## src/rtl/clcd_pkg.sv

```systemverilog
package clcd_pkg;

    localparam int MAX_ROWS    = 4;
    localparam int CGRAM_SLOTS = 8;
    localparam int FIFO_DEPTH  = 4;
    localparam int FIFO_AW     = $clog2(FIFO_DEPTH);

    // request codes
    localparam logic [3:0] FN_INIT    = 4'd0;
    localparam logic [3:0] FN_DATA    = 4'd1;
    localparam logic [3:0] FN_COMMAND = 4'd2;
    localparam logic [3:0] FN_CLEAR   = 4'd3;
    localparam logic [3:0] FN_HOME    = 4'd4;
    localparam logic [3:0] FN_CURSOR  = 4'd5;
    localparam logic [3:0] FN_CGRAM   = 4'd6;
    localparam logic [3:0] FN_CONTROL = 4'd7;
    localparam logic [3:0] FN_ENTRY   = 4'd8;
    localparam logic [3:0] FN_SHIFT   = 4'd9;

    // register indexes
    localparam logic [1:0] REG_WIDE_BUS    = 2'd0;
    localparam logic [1:0] REG_COLUMNS     = 2'd1;
    localparam logic [1:0] REG_ROWS_IN_USE = 2'd2;
    localparam logic [1:0] REG_TALL_FONT   = 2'd3;

    // settle time codes
    localparam logic [1:0] SET_100  = 2'd0;
    localparam logic [1:0] SET_250  = 2'd1;
    localparam logic [1:0] SET_4600 = 2'd2;
    localparam logic [1:0] SET_2100 = 2'd3;

    localparam logic [15:0] LEAD_POWER_ON = 16'd50000;

    // display command bytes
    localparam logic [7:0] CMD_CLEAR    = 8'h01;
    localparam logic [7:0] CMD_HOME     = 8'h02;
    localparam logic [7:0] CMD_ENTRY    = 8'h04;
    localparam logic [7:0] CMD_CONTROL  = 8'h08;
    localparam logic [7:0] CMD_SHIFT    = 8'h18;
    localparam logic [7:0] CMD_FUNCTION = 8'h20;
    localparam logic [7:0] CMD_CGRAM    = 8'h40;
    localparam logic [7:0] CMD_DDRAM    = 8'h80;
    localparam logic [6:0] ROW1_OFFSET  = 7'h40;

    typedef struct packed {
        logic [3:0] func;
        logic [7:0] value;
        logic [6:0] col;
        logic [1:0] row;
    } in_t;

    typedef struct packed {
        logic        rs;
        logic [7:0]  bus_value;
        logic [15:0] lead_us;
        logic [12:0] settle_us;
        logic        last;
    } out_t;

    typedef struct packed {
        logic       wide_bus;
        logic [5:0] columns;
        logic [2:0] rows_in_use;
        logic       tall_font;
    } cfg_t;

    // one byte (split) or one raw strobe
    typedef struct packed {
        logic       rs;
        logic [7:0] data;
        logic       lead;
        logic [1:0] settle;
        logic       split;
        logic       last;
    } op_t;

    function automatic logic [12:0] settle_value(input logic [1:0] code);
        logic [12:0] v;
        case (code)
            SET_100:  v = 13'd100;
            SET_250:  v = 13'd250;
            SET_4600: v = 13'd4600;
            SET_2100: v = 13'd2100;
            default:  v = 13'd100;
        endcase
        return v;
    endfunction

endpackage

```

## src/rtl/clcd_fifo.sv

```systemverilog
module clcd_fifo
    import clcd_pkg::*;
(
    input  logic clk,
    input  logic rst_n,
    input  logic wr_en,
    input  op_t  wr_op,
    output logic full,
    input  logic rd_en,
    output op_t  rd_op,
    output logic empty
);

    op_t                mem_reg [FIFO_DEPTH];
    logic [FIFO_AW-1:0] wr_ptr_reg, wr_ptr_next;
    logic [FIFO_AW-1:0] rd_ptr_reg, rd_ptr_next;
    logic [FIFO_AW:0]   count_reg, count_next;
    logic               do_wr, do_rd;

    assign full  = (count_reg == (FIFO_AW+1)'(FIFO_DEPTH));
    assign empty = (count_reg == '0);
    assign rd_op = mem_reg[rd_ptr_reg];
    assign do_wr = wr_en && !full;
    assign do_rd = rd_en && !empty;

    always_comb
    begin
        wr_ptr_next = wr_ptr_reg;
        rd_ptr_next = rd_ptr_reg;
        count_next  = count_reg;
        if (do_wr)
        begin
            wr_ptr_next = (wr_ptr_reg == FIFO_AW'(FIFO_DEPTH-1)) ? '0 : wr_ptr_reg + 1'b1;
        end
        if (do_rd)
        begin
            rd_ptr_next = (rd_ptr_reg == FIFO_AW'(FIFO_DEPTH-1)) ? '0 : rd_ptr_reg + 1'b1;
        end
        if (do_wr && !do_rd)
        begin
            count_next = count_reg + 1'b1;
        end
        else if (do_rd && !do_wr)
        begin
            count_next = count_reg - 1'b1;
        end
    end

    always_ff @(posedge clk or negedge rst_n)
    begin
        if (!rst_n)
        begin
            wr_ptr_reg <= '0;
            rd_ptr_reg <= '0;
            count_reg  <= '0;
        end
        else
        begin
            wr_ptr_reg <= wr_ptr_next;
            rd_ptr_reg <= rd_ptr_next;
            count_reg  <= count_next;
        end
    end

    always_ff @(posedge clk)
    begin
        if (do_wr)
        begin
            mem_reg[wr_ptr_reg] <= wr_op;
        end
    end

endmodule

```

## src/rtl/clcd_front.sv

```systemverilog
module clcd_front
    import clcd_pkg::*;
(
    input  logic clk,
    input  logic rst_n,
    input  cfg_t cfg,
    input  logic push,
    input  in_t  request,
    output logic full,
    input  logic fifo_full,
    output logic op_valid,
    output op_t  op
);

    logic       init_busy_reg, init_busy_next;
    logic [2:0] init_t_reg, init_t_next;
    logic [2:0] ctrl_reg, ctrl_next;
    logic [1:0] entry_reg, entry_next;

    logic       accept;
    logic [7:0] fn_byte;
    logic [2:0] row_lim, row_c;
    logic [6:0] row_off, addr;
    logic [2:0] loc;
    logic [2:0] ctrl_upd;
    logic [1:0] entry_upd;
    op_t        req_op;
    logic       req_known;

    localparam logic [2:0] MAX_ROW_IDX = 3'(MAX_ROWS - 1);
    localparam logic [2:0] CG_MAX      = 3'(CGRAM_SLOTS - 1);
    localparam logic [2:0] INIT_LAST   = 3'd7;

    // one step of the power-on list; the wide bus skips step 3
    function automatic op_t init_op(input logic [2:0] t, input logic wide,
                                    input logic [7:0] fnb);
        op_t o;
        o.rs     = 1'b0;
        o.data   = 8'h03;
        o.lead   = 1'b0;
        o.settle = SET_100;
        o.split  = 1'b0;
        o.last   = 1'b0;
        case (t)
            3'd0:
            begin
                o.data   = wide ? fnb : 8'h03;
                o.lead   = 1'b1;
                o.settle = SET_4600;
            end
            3'd1:
            begin
                o.data   = wide ? fnb : 8'h03;
                o.settle = wide ? SET_250 : SET_4600;
            end
            3'd2:
            begin
                o.data   = wide ? fnb : 8'h03;
                o.settle = wide ? SET_100 : SET_250;
            end
            3'd3:
            begin
                o.data = 8'h02;
            end
            3'd4:
            begin
                o.data  = fnb;
                o.split = !wide;
            end
            3'd5:
            begin
                o.data  = CMD_CONTROL | 8'h04;
                o.split = !wide;
            end
            3'd6:
            begin
                o.data   = CMD_CLEAR;
                o.settle = SET_2100;
                o.split  = !wide;
            end
            3'd7:
            begin
                o.data  = CMD_ENTRY | 8'h02;
                o.split = !wide;
                o.last  = 1'b1;
            end
            default:
            begin
                o.data = 8'h03;
            end
        endcase
        return o;
    endfunction

    assign full   = init_busy_reg || fifo_full;
    assign accept = push && !full;

    assign fn_byte = CMD_FUNCTION
                   | {3'b000, cfg.wide_bus, (cfg.rows_in_use > 3'd1),
                      (cfg.tall_font && cfg.rows_in_use == 3'd1), 2'b00};

    // cursor row clamp and address
    always_comb
    begin
        row_lim = (cfg.rows_in_use == 3'd0) ? 3'd1 : cfg.rows_in_use;
        row_c   = {1'b0, request.row};
        if (row_c > MAX_ROW_IDX)
        begin
            row_c = MAX_ROW_IDX;
        end
        if (row_c >= row_lim)
        begin
            row_c = row_lim - 3'd1;
        end
        case (row_c[1:0])
            2'd0:    row_off = 7'h00;
            2'd1:    row_off = ROW1_OFFSET;
            2'd2:    row_off = {1'b0, cfg.columns};
            default: row_off = ROW1_OFFSET + {1'b0, cfg.columns};
        endcase
        addr = request.col + row_off;
        loc  = (request.value > {5'b0, CG_MAX}) ? CG_MAX : request.value[2:0];
    end

    assign ctrl_upd  = request.value[7] ? (ctrl_reg | request.value[2:0])
                                        : (ctrl_reg & ~request.value[2:0]);
    assign entry_upd = request.value[7] ? (entry_reg | request.value[1:0])
                                        : (entry_reg & ~request.value[1:0]);

    always_comb
    begin
        req_op.rs     = 1'b0;
        req_op.data   = request.value;
        req_op.lead   = 1'b0;
        req_op.settle = SET_100;
        req_op.split  = !cfg.wide_bus;
        req_op.last   = 1'b1;
        req_known     = 1'b1;
        case (request.func)
            FN_DATA:    req_op.rs = 1'b1;
            FN_COMMAND: req_op.data = request.value;
            FN_CLEAR:
            begin
                req_op.data   = CMD_CLEAR;
                req_op.settle = SET_2100;
            end
            FN_HOME:
            begin
                req_op.data   = CMD_HOME;
                req_op.settle = SET_2100;
            end
            FN_CURSOR:  req_op.data = CMD_DDRAM | {1'b0, addr};
            FN_CGRAM:   req_op.data = CMD_CGRAM | {2'b00, loc, 3'b000};
            FN_CONTROL: req_op.data = CMD_CONTROL | {5'b0, ctrl_upd};
            FN_ENTRY:   req_op.data = CMD_ENTRY | {6'b0, entry_upd};
            FN_SHIFT:   req_op.data = CMD_SHIFT | {5'b0, request.value[0], 2'b00};
            FN_INIT:    req_op = init_op(3'd0, cfg.wide_bus, fn_byte);
            default:    req_known = 1'b0;
        endcase
    end

    always_comb
    begin
        init_busy_next = init_busy_reg;
        init_t_next    = init_t_reg;
        ctrl_next      = ctrl_reg;
        entry_next     = entry_reg;
        op_valid       = 1'b0;
        op             = req_op;
        if (init_busy_reg)
        begin
            op = init_op(init_t_reg, cfg.wide_bus, fn_byte);
            if (!fifo_full)
            begin
                op_valid = 1'b1;
                if (init_t_reg == INIT_LAST)
                begin
                    init_busy_next = 1'b0;
                end
                init_t_next = (cfg.wide_bus && init_t_reg == 3'd2) ? 3'd4
                                                                   : init_t_reg + 3'd1;
            end
        end
        else if (accept)
        begin
            op_valid = req_known;
            case (request.func)
                FN_INIT:
                begin
                    init_busy_next = 1'b1;
                    init_t_next    = 3'd1;
                    ctrl_next      = 3'd4;
                    entry_next     = 2'd2;
                end
                FN_CONTROL: ctrl_next = ctrl_upd;
                FN_ENTRY:   entry_next = entry_upd;
                default:    ctrl_next = ctrl_reg;
            endcase
        end
    end

    always_ff @(posedge clk or negedge rst_n)
    begin
        if (!rst_n)
        begin
            init_busy_reg <= 1'b0;
            init_t_reg    <= '0;
            ctrl_reg      <= '0;
            entry_reg     <= '0;
        end
        else
        begin
            init_busy_reg <= init_busy_next;
            init_t_reg    <= init_t_next;
            ctrl_reg      <= ctrl_next;
            entry_reg     <= entry_next;
        end
    end

endmodule

```

## src/rtl/clcd_back.sv

```systemverilog
module clcd_back
    import clcd_pkg::*;
(
    input  logic clk,
    input  logic rst_n,
    input  logic fifo_empty,
    input  op_t  head,
    output logic fifo_pop,
    output logic empty,
    input  logic pop,
    output out_t result
);

    logic cur_valid_reg, cur_valid_next;
    op_t  cur_reg, cur_next;
    logic phase_reg, phase_next;
    logic out_valid_reg, out_valid_next;
    out_t out_reg;

    logic load, final_strobe, take;
    out_t strobe;

    assign load         = cur_valid_reg && (!out_valid_reg || pop);
    assign final_strobe = !cur_reg.split || phase_reg;
    assign take         = !cur_valid_reg || (load && final_strobe);
    assign fifo_pop     = take && !fifo_empty;

    // high nibble first on the narrow bus
    always_comb
    begin
        strobe.rs = cur_reg.rs;
        if (cur_reg.split && !phase_reg)
        begin
            strobe.bus_value = {4'h0, cur_reg.data[7:4]};
            strobe.lead_us   = '0;
            strobe.settle_us = settle_value(SET_100);
            strobe.last      = 1'b0;
        end
        else
        begin
            strobe.bus_value = cur_reg.split ? {4'h0, cur_reg.data[3:0]} : cur_reg.data;
            strobe.lead_us   = cur_reg.lead ? LEAD_POWER_ON : '0;
            strobe.settle_us = settle_value(cur_reg.settle);
            strobe.last      = cur_reg.last;
        end
    end

    always_comb
    begin
        cur_valid_next = cur_valid_reg;
        cur_next       = cur_reg;
        phase_next     = phase_reg;
        if (take)
        begin
            cur_valid_next = !fifo_empty;
            cur_next       = head;
            phase_next     = 1'b0;
        end
        else if (load)
        begin
            phase_next = 1'b1;
        end
        out_valid_next = out_valid_reg;
        if (load)
        begin
            out_valid_next = 1'b1;
        end
        else if (pop)
        begin
            out_valid_next = 1'b0;
        end
    end

    always_ff @(posedge clk or negedge rst_n)
    begin
        if (!rst_n)
        begin
            cur_valid_reg <= 1'b0;
            phase_reg     <= 1'b0;
            out_valid_reg <= 1'b0;
        end
        else
        begin
            cur_valid_reg <= cur_valid_next;
            phase_reg     <= phase_next;
            out_valid_reg <= out_valid_next;
        end
    end

    always_ff @(posedge clk)
    begin
        cur_reg <= cur_next;
        if (load)
        begin
            out_reg <= strobe;
        end
    end

    assign empty  = !out_valid_reg;
    assign result = out_reg;

endmodule

```

## src/rtl/char_lcd_parallel_controller.sv

```systemverilog
// Character LCD controller for a 4-bit or 8-bit parallel bus. Each request
// (init, data, command, clear, home, cursor, CGRAM address, control flags,
// entry flags, shift) is accepted and turned into the ordered
// list of enable strobes the display must see; each strobe carries RS, the
// data-line value, a wait before it and a settle time after it, in
// microseconds, and last marks the final strobe of a request. The block
// does not time the waits itself. With pop held, results leave at one strobe
// per clock: a byte is one strobe on the 8-bit bus and two on the 4-bit
// bus (high nibble first, in bus_value bits 3..0); init is 7 strobes on
// the wide bus, 12 on the narrow, and after its accept cycle holds off new
// requests while its remaining 6 or 7 list steps enter the queue (longer
// when the queue is full). That one-strobe-per-cycle expander in front of
// the result register sets the sustained rate; a four-entry queue between
// the classifier and the expander absorbs bursts. Unknown request codes are
// accepted and produce nothing. Registers (write only while idle):
// 0x0 wide_bus, 0x4 columns, 0x8 rows_in_use, 0xC tall_font.
module char_lcd_parallel_controller
    import clcd_pkg::*;
(
    input  logic        clk,
    input  logic        rst_n,
    // request side
    input  logic        push,
    output logic        full,
    input  in_t         request,
    // strobe side
    output logic        empty,
    input  logic        pop,
    output out_t        result,
    // register port
    input  logic        psel,
    input  logic        penable,
    input  logic        pwrite,
    input  logic [3:0]  paddr,
    input  logic [31:0] pwdata,
    output logic [31:0] prdata,
    output logic        pready
);

    cfg_t cfg_reg;
    logic cfg_wr;

    logic fifo_full, fifo_empty, fifo_pop, op_valid;
    op_t  op_in, op_head;

    assign pready = 1'b1;
    assign cfg_wr = psel && penable && pwrite && pready;

    // register file: only the low bits of each word are kept
    always_ff @(posedge clk or negedge rst_n)
    begin
        if (!rst_n)
        begin
            cfg_reg.wide_bus    <= 1'b0;
            cfg_reg.columns     <= 6'd16;
            cfg_reg.rows_in_use <= 3'd2;
            cfg_reg.tall_font   <= 1'b0;
        end
        else if (cfg_wr)
        begin
            case (paddr[3:2])
                REG_WIDE_BUS:    cfg_reg.wide_bus    <= pwdata[0];
                REG_COLUMNS:     cfg_reg.columns     <= pwdata[5:0];
                REG_ROWS_IN_USE: cfg_reg.rows_in_use <= pwdata[2:0];
                REG_TALL_FONT:   cfg_reg.tall_font   <= pwdata[0];
                default:         cfg_reg.wide_bus    <= cfg_reg.wide_bus;
            endcase
        end
    end

    always_comb
    begin
        case (paddr[3:2])
            REG_WIDE_BUS:    prdata = {31'b0, cfg_reg.wide_bus};
            REG_COLUMNS:     prdata = {26'b0, cfg_reg.columns};
            REG_ROWS_IN_USE: prdata = {29'b0, cfg_reg.rows_in_use};
            REG_TALL_FONT:   prdata = {31'b0, cfg_reg.tall_font};
            default:         prdata = '0;
        endcase
    end

    // classifier: one queue entry per byte or raw init strobe
    clcd_front u_front (
        .clk       (clk),
        .rst_n     (rst_n),
        .cfg       (cfg_reg),
        .push      (push),
        .request   (request),
        .full      (full),
        .fifo_full (fifo_full),
        .op_valid  (op_valid),
        .op        (op_in)
    );

    clcd_fifo u_fifo (
        .clk   (clk),
        .rst_n (rst_n),
        .wr_en (op_valid),
        .wr_op (op_in),
        .full  (fifo_full),
        .rd_en (fifo_pop),
        .rd_op (op_head),
        .empty (fifo_empty)
    );

    // expander: splits bytes into nibbles on the narrow bus, feeds the result register
    clcd_back u_back (
        .clk        (clk),
        .rst_n      (rst_n),
        .fifo_empty (fifo_empty),
        .head       (op_head),
        .fifo_pop   (fifo_pop),
        .empty      (empty),
        .pop        (pop),
        .result     (result)
    );

endmodule

```

## config.mk

```make
export PLATFORM = sky130hd
export DESIGN_NAME = char_lcd_parallel_controller
export DESIGN_NICKNAME = d
export VERILOG_FILES = /design/src/rtl/clcd_pkg.sv /design/src/rtl/clcd_fifo.sv /design/src/rtl/clcd_front.sv /design/src/rtl/clcd_back.sv /design/src/rtl/char_lcd_parallel_controller.sv
export SDC_FILE = /design/constraint.sdc
export NUM_CORES = 1
export LEC_CHECK = 0
export ABC_AREA = 1
export BUFFER_PORTS_ARGS = -buffer_cell sky130_fd_sc_hd__clkbuf_2
export CAP_MARGIN = 20
export CELL_PAD_IN_SITES_DETAIL_PLACEMENT = 1
export CELL_PAD_IN_SITES_GLOBAL_PLACEMENT = 1
export CORE_MARGIN = 8
export CORE_UTILIZATION = 45
export DETAILED_ROUTE_END_ITERATION = 16
export PLACE_DENSITY_LB_ADDON = 0.15
export SLEW_MARGIN = 20
export SYNTH_ARGS = -nofsm -noshare
export SYNTH_HDL_FRONTEND = slang
export SYNTH_SLANG_ARGS = --single-unit
```

## constraint.sdc

```tcl
create_clock -name clk -period 5.4 [get_ports clk]
set_clock_uncertainty 0.05 [all_clocks]
set_input_delay 0.81 -clock clk [delete_from_list [all_inputs] [get_ports clk]]
set_output_delay 0.81 -clock clk [all_outputs]
set_load 0.1 [all_outputs]
```

Yosys cells after proc, flatten, opt, wreduce, memory -nomap -nowiden
Memories as Yosys holds them, arrays and structs flattened. A register that Yosys moved wholly into a read port is not among the register bits.
Cells that the tools add are included.
Widths: inputs -> output; s select.
- add/subtract/negate cells: 8
- multipliers: 0
- divide/modulo/power cells: 0
- order comparisons: 3
- eq/ne operators: 29
- shift-type cells: 0
- multiplexer cells: 49
- bitwise logic cells: 7
- reduce and logical (&&, ||, !) cells: 53
- operator list (cell ; number):
    $pmux 32 s4 ; 1
    $pmux 8 s8 ; 1
    $pmux 13 s4 ; 1
    $pmux 8 s6 ; 1
    $mux 34 ; 1
    $mux 3 ; 10
    $pmux 7 s3 ; 1
    $mux 1 ; 20
    $eq 4x3->1 const B ; 4
    $mux 16 ; 1
    $eq 3x3->1 const B ; 5
    $eq 2x2->1 const B ; 7
    $mux 14 ; 1
    $reduce_bool 2->1 ; 7
    $logic_and 1x1->1 ; 13
    $mux 2 ; 6
    $logic_not 1->1 ; 10
    $reduce_or 10->1 ; 1
    $logic_not 3->1 ; 3
    $reduce_and 3->1 ; 3
    $eq 4x2->1 const B ; 2
    $eq 4x4->1 const B ; 2
    $gt 8x3->1 const B ; 1
    $pmux 2 s2 ; 2
    other kinds (30) ; 45
- register bits after elaboration: 69
- latch bits: 0
- bits in writable memories: 56
- ROM bits: 0
- logic and storage cells: 170
- memories kept: 1
- memories (memory ; depth ; bits a word ; read ports ; clocked after memory_dff ; wr ports ; RTL line ; RTL):
    u_fifo.mem_reg ; 4 ; 14 ; 1 ; 1 ; 1 ; clcd_fifo.sv:14 ; op_t mem_reg [FIFO_DEPTH];

Depth between registers and ports, before layout
- word-level depth: 11
- depth in mapped cells: 22

Cells and area by module
A second synthesis with hierarchy kept.
- cells, all modules: 716
- area, all modules: 6627.6 sq um
- by module, submodules not included (module ; times used ; cells an instance ; area each (sq um) ; sequential area each (sq um)):
    clcd_fifo ; 1 ; 224 ; 2795.2 ; 1856.8
    clcd_front ; 1 ; 273 ; 1577.8 ; 225.2
    clcd_back ; 1 ; 111 ; 1481.4 ; 1036.0
    char_lcd_parallel_controller ; 1 ; 108 ; 773.2 ; 277.8

Least setup slack after synthesis
OpenSTA, ideal clock, no wires.
- path type: input -> output
- start point: in paddr[2]
- end point: out prdata[0]
- data arrival time: 2.607 ns
- path slack: 1.933 ns
- stages: 4
- path buffers: 0
- cell sequence: inv_1 nor2_1 inv_1 o2111ai_1
- word-level cells in the longest chain between the ends: 2
- ends and longest elaborated chain (what ; RTL line ; RTL):
    from (decl) ; char_lcd_parallel_controller.sv:34 ; input logic [3:0] paddr,
    $eq 2x2->1, or another cell as far along ; char_lcd_parallel_controller.sv:73 ; case (paddr[3:2])
    $pmux 32 s4 * ; char_lcd_parallel_controller.sv:73 ;
    to (decl) ; char_lcd_parallel_controller.sv:36 ; output logic [31:0] prdata,
Every way passes the cells marked *; elsewhere a longest branch is shown, timed or not. The select of a mux whose other input is x is not followed.

==> flow_summary.yaml <==
outcome:
  status: "complete, no violations"
timing:
  rsz0062_at_grt: "no"
  fin_crit_sh: 0.668
  min_period_ns: 3.61
  worst_slack_ns: 1.79
  slew_viol_final: 0
  max_freq_mhz: 277
  setup_viol: 0
  slew-limit-headroom: 0.441
  tns_ns: 0
  worst_slew_pin_slew_ns: 0.838
  finalHoldViolations: 0
setup_path:
  max_stage_delay_ns: 0.55
  endpoint_kind: "flop"
  start_kind: "flop"
  crit_chain: "nor2_1, nor2_1, inv_1, ha_1, inv_1, nand2_1, nand2_1, nand2_1, nand3_1, nand2_1, inv_1, nor2_1, ha_1, inv_1, fa_1, nor3_1, nor2_1, nand3_1, nand3_1, a21oi_1"
  cp.arrival_ns: 3.75
  worst-path-max-fanout: 6
  crit_type: "flop to flop"
  cp_data_required_time_ns: 5.54
  critPathSlowestCell: "dfstp_2"
power:
  combPwrFrac: 0.439
  p_clk_frac: 0.228
  ir_drop_v: 0.000259
  p_int_mw: 2.56
  swShare: 0.466
  leakage_nw: 3.20
  p_switching_mw: 2.24
  power.density_nw_per_um2: 676
  power_frac_seq: 0.333
  p_total_mw: 4.80
cts:
  cts_inserted_buffers: 17
  ctsHoldBuffers: 0
  cts_tree: "yes"
  root_buffer: "clkbuf_16"
  clkTransAtPathRegs_ns: 0.05
  cts_sinks: 118
  cts_buffer_depth: 2
  cts_htree_levels: 4
  cts_resized: 0
  post_cts_buffers: 0
  clk_latency_ns: 0.41
logic_synthesis:
  synth.avg_cell_area_um2: 9.54
  synth_top_family_by_area: "simple AND/OR/NAND/NOR gates"
  syn_inst: 650
  synthXorXnorAreaFrac: 0.00282
  synth-seq-cells: 118
  synthMuxAreaShare: 0
  synth_edf_count: 88
  synth_simple_gate_area_frac: 0.155
  netlist_top_cells_count: "edfxtp_1, nor2_1, inv_1, nand2_1, o21ai_0"
  synth-adder-area-share: 0.0569
  yosysSeqAreaShare: 0.548
  ys_top_cells_by_area: "edfxtp_1, dfrtp_1, buf_4, nor2_1, o21ai_0"
  synth_cell_types: 41
  synth_area_leader_cell: "edfxtp_1"
  ys.warnings.count: 0
  synth_top_area_frac: 0.426
  synthArstFlopShare: 0.254
  synth_compound_area_frac: 0.114
  ys.flop_type: "edfxtp_1"
  syn_area_um2: 6200
drt:
  drt_iter0_markers: 238
  viasPerCell: 4.95
  ant_nets: 0
  drc: 0
  routedWlPerCell_um: 15.9
  drtPass1Iterations: 4
  drt_wl_total_um: 14500
  via_count: 4512
layout:
  final_util: 0.520
  drive_above_1_share: 0.171
  largest_reg_flops: 56
  synthToLayoutAreaGrowth_pct: 14.5
  nNetsFinal: 810
  multi_input_area_um2: 2190
  fill_cells: 1603
  regArea_um2: 3400
  antenna_cells: 0
place:
  hpwl_um: 10900
  place_congestion: 0.890
  io_buffers: 68
  dp_slack_ns: 1.69
min_path:
  hp-class: "flop to flop"
floorplanning:
  die-area_um2: 17800
  die_h_um: 133
  row_count: 43
  core_um2: 13700
  io_pins: 138
  die_width_um: 133
  start_util: 0.454
global_routing:
  overflow: 0
  grt_pass1_vias: 4901
  antenna_found_initial: 0
  grt_usage: 0.170
  grt_max_degree: 32
  grt_pass1_wl_um: 24000
job:
  max-cap-violations: 0
[critical path, delay by kind of cell, from the launching register on]
kind / cells / cell delay [ns]
buf+inv: 4 / 0.29
compound gates: 1 / 0.31
simple gates: 12 / 1.28
fa+ha+maj: 3 / 0.91
flops: 1 / 0.55
[layout make-up]
type	count	share of cell area
Multi-Input combinational cell	421	0.309
Clock buffer	21	0.0620
Timing Repair Buffer	74	0.0543
Sequential cell	118	0.478
Tap cell	180	0.0317
Clock inverter	11	0.0187
Inverter	87	0.0460
[cell usage in the layout, fill, tap and decap left out, types with 25 or more instances in the layout]
master	n
nor2_1	88
edfxtp_1	88
inv_1	81
nand2_1	81
clkbuf_2	68
o21ai_0	64
conb_1	41
a21oi_1	30
dfrtp_1	28
nand3_1	27
ha_1	25
[power groups by stage]
stage                     sequential [mW]  clock, mW  combinational (mW)
final                                1.60       1.09                2.11
after global routing                 1.64       1.14                2.30
after CTS                            1.61       1.11                2.13
after detailed placement             1.62          0                2.12
after global placement               1.60          0                2.04
after floorplan                      2.02          0                1.31
[path summary, 6_finish.rpt]
kind	slack, ns	start	cells past startpoint	endpoint
min reg2reg	0.39	u_back.cur_reg[13]	0	u_back.result[38]
max in group asynchronous	4.33	rst_n	1	u_fifo.wr_ptr_reg[1]
max reg2reg	1.79	cfg_reg[2]	20	u_fifo.mem_reg[2][11]
max	1.79	cfg_reg[2]	20	u_fifo.mem_reg[2][11]
min	0.39	u_back.cur_reg[13]	0	u_back.result[38]
min in group asynchronous	0.44	rst_n	1	cfg_reg[9]
[stage by stage]
step	instance area, um^2	hold slack, ns	cells
CTS	7100	0.399	912
finish	7100	0.392	912
global placement	6530	0.399	880
detailed placement	6530	0.384	880
global route	7100	0.399	912
floorplan	6350	0.350	689
[kinds of logic after synthesis]
| logic type | count (synthesis) |
|---|---|
| AO/OA/AOI/OAI | 128 |
| adder cells (fa/ha/maj) | 27 |
| buffers and inverters | 150 |
| AND/OR/NAND/NOR | 223 |
| XOR/XNOR | 2 |
| flip-flops | 118 |
| other | 2 |
[routing by layer]
| layer | track usage | share of wire | vias up |
|---|---|---|---|
| li1 | - | - | 2222 |
| met1 | 0.178 | 0.40 | 2158 |
| met2 | 0.314 | 0.53 | 117 |
| met3 | 0.0546 | 0.059 | 15 |
| met4 | 0.0549 | 0.015 | 0 |
| met5 | 0 | 0 | - |
Power figures use the tool's default switching activity.
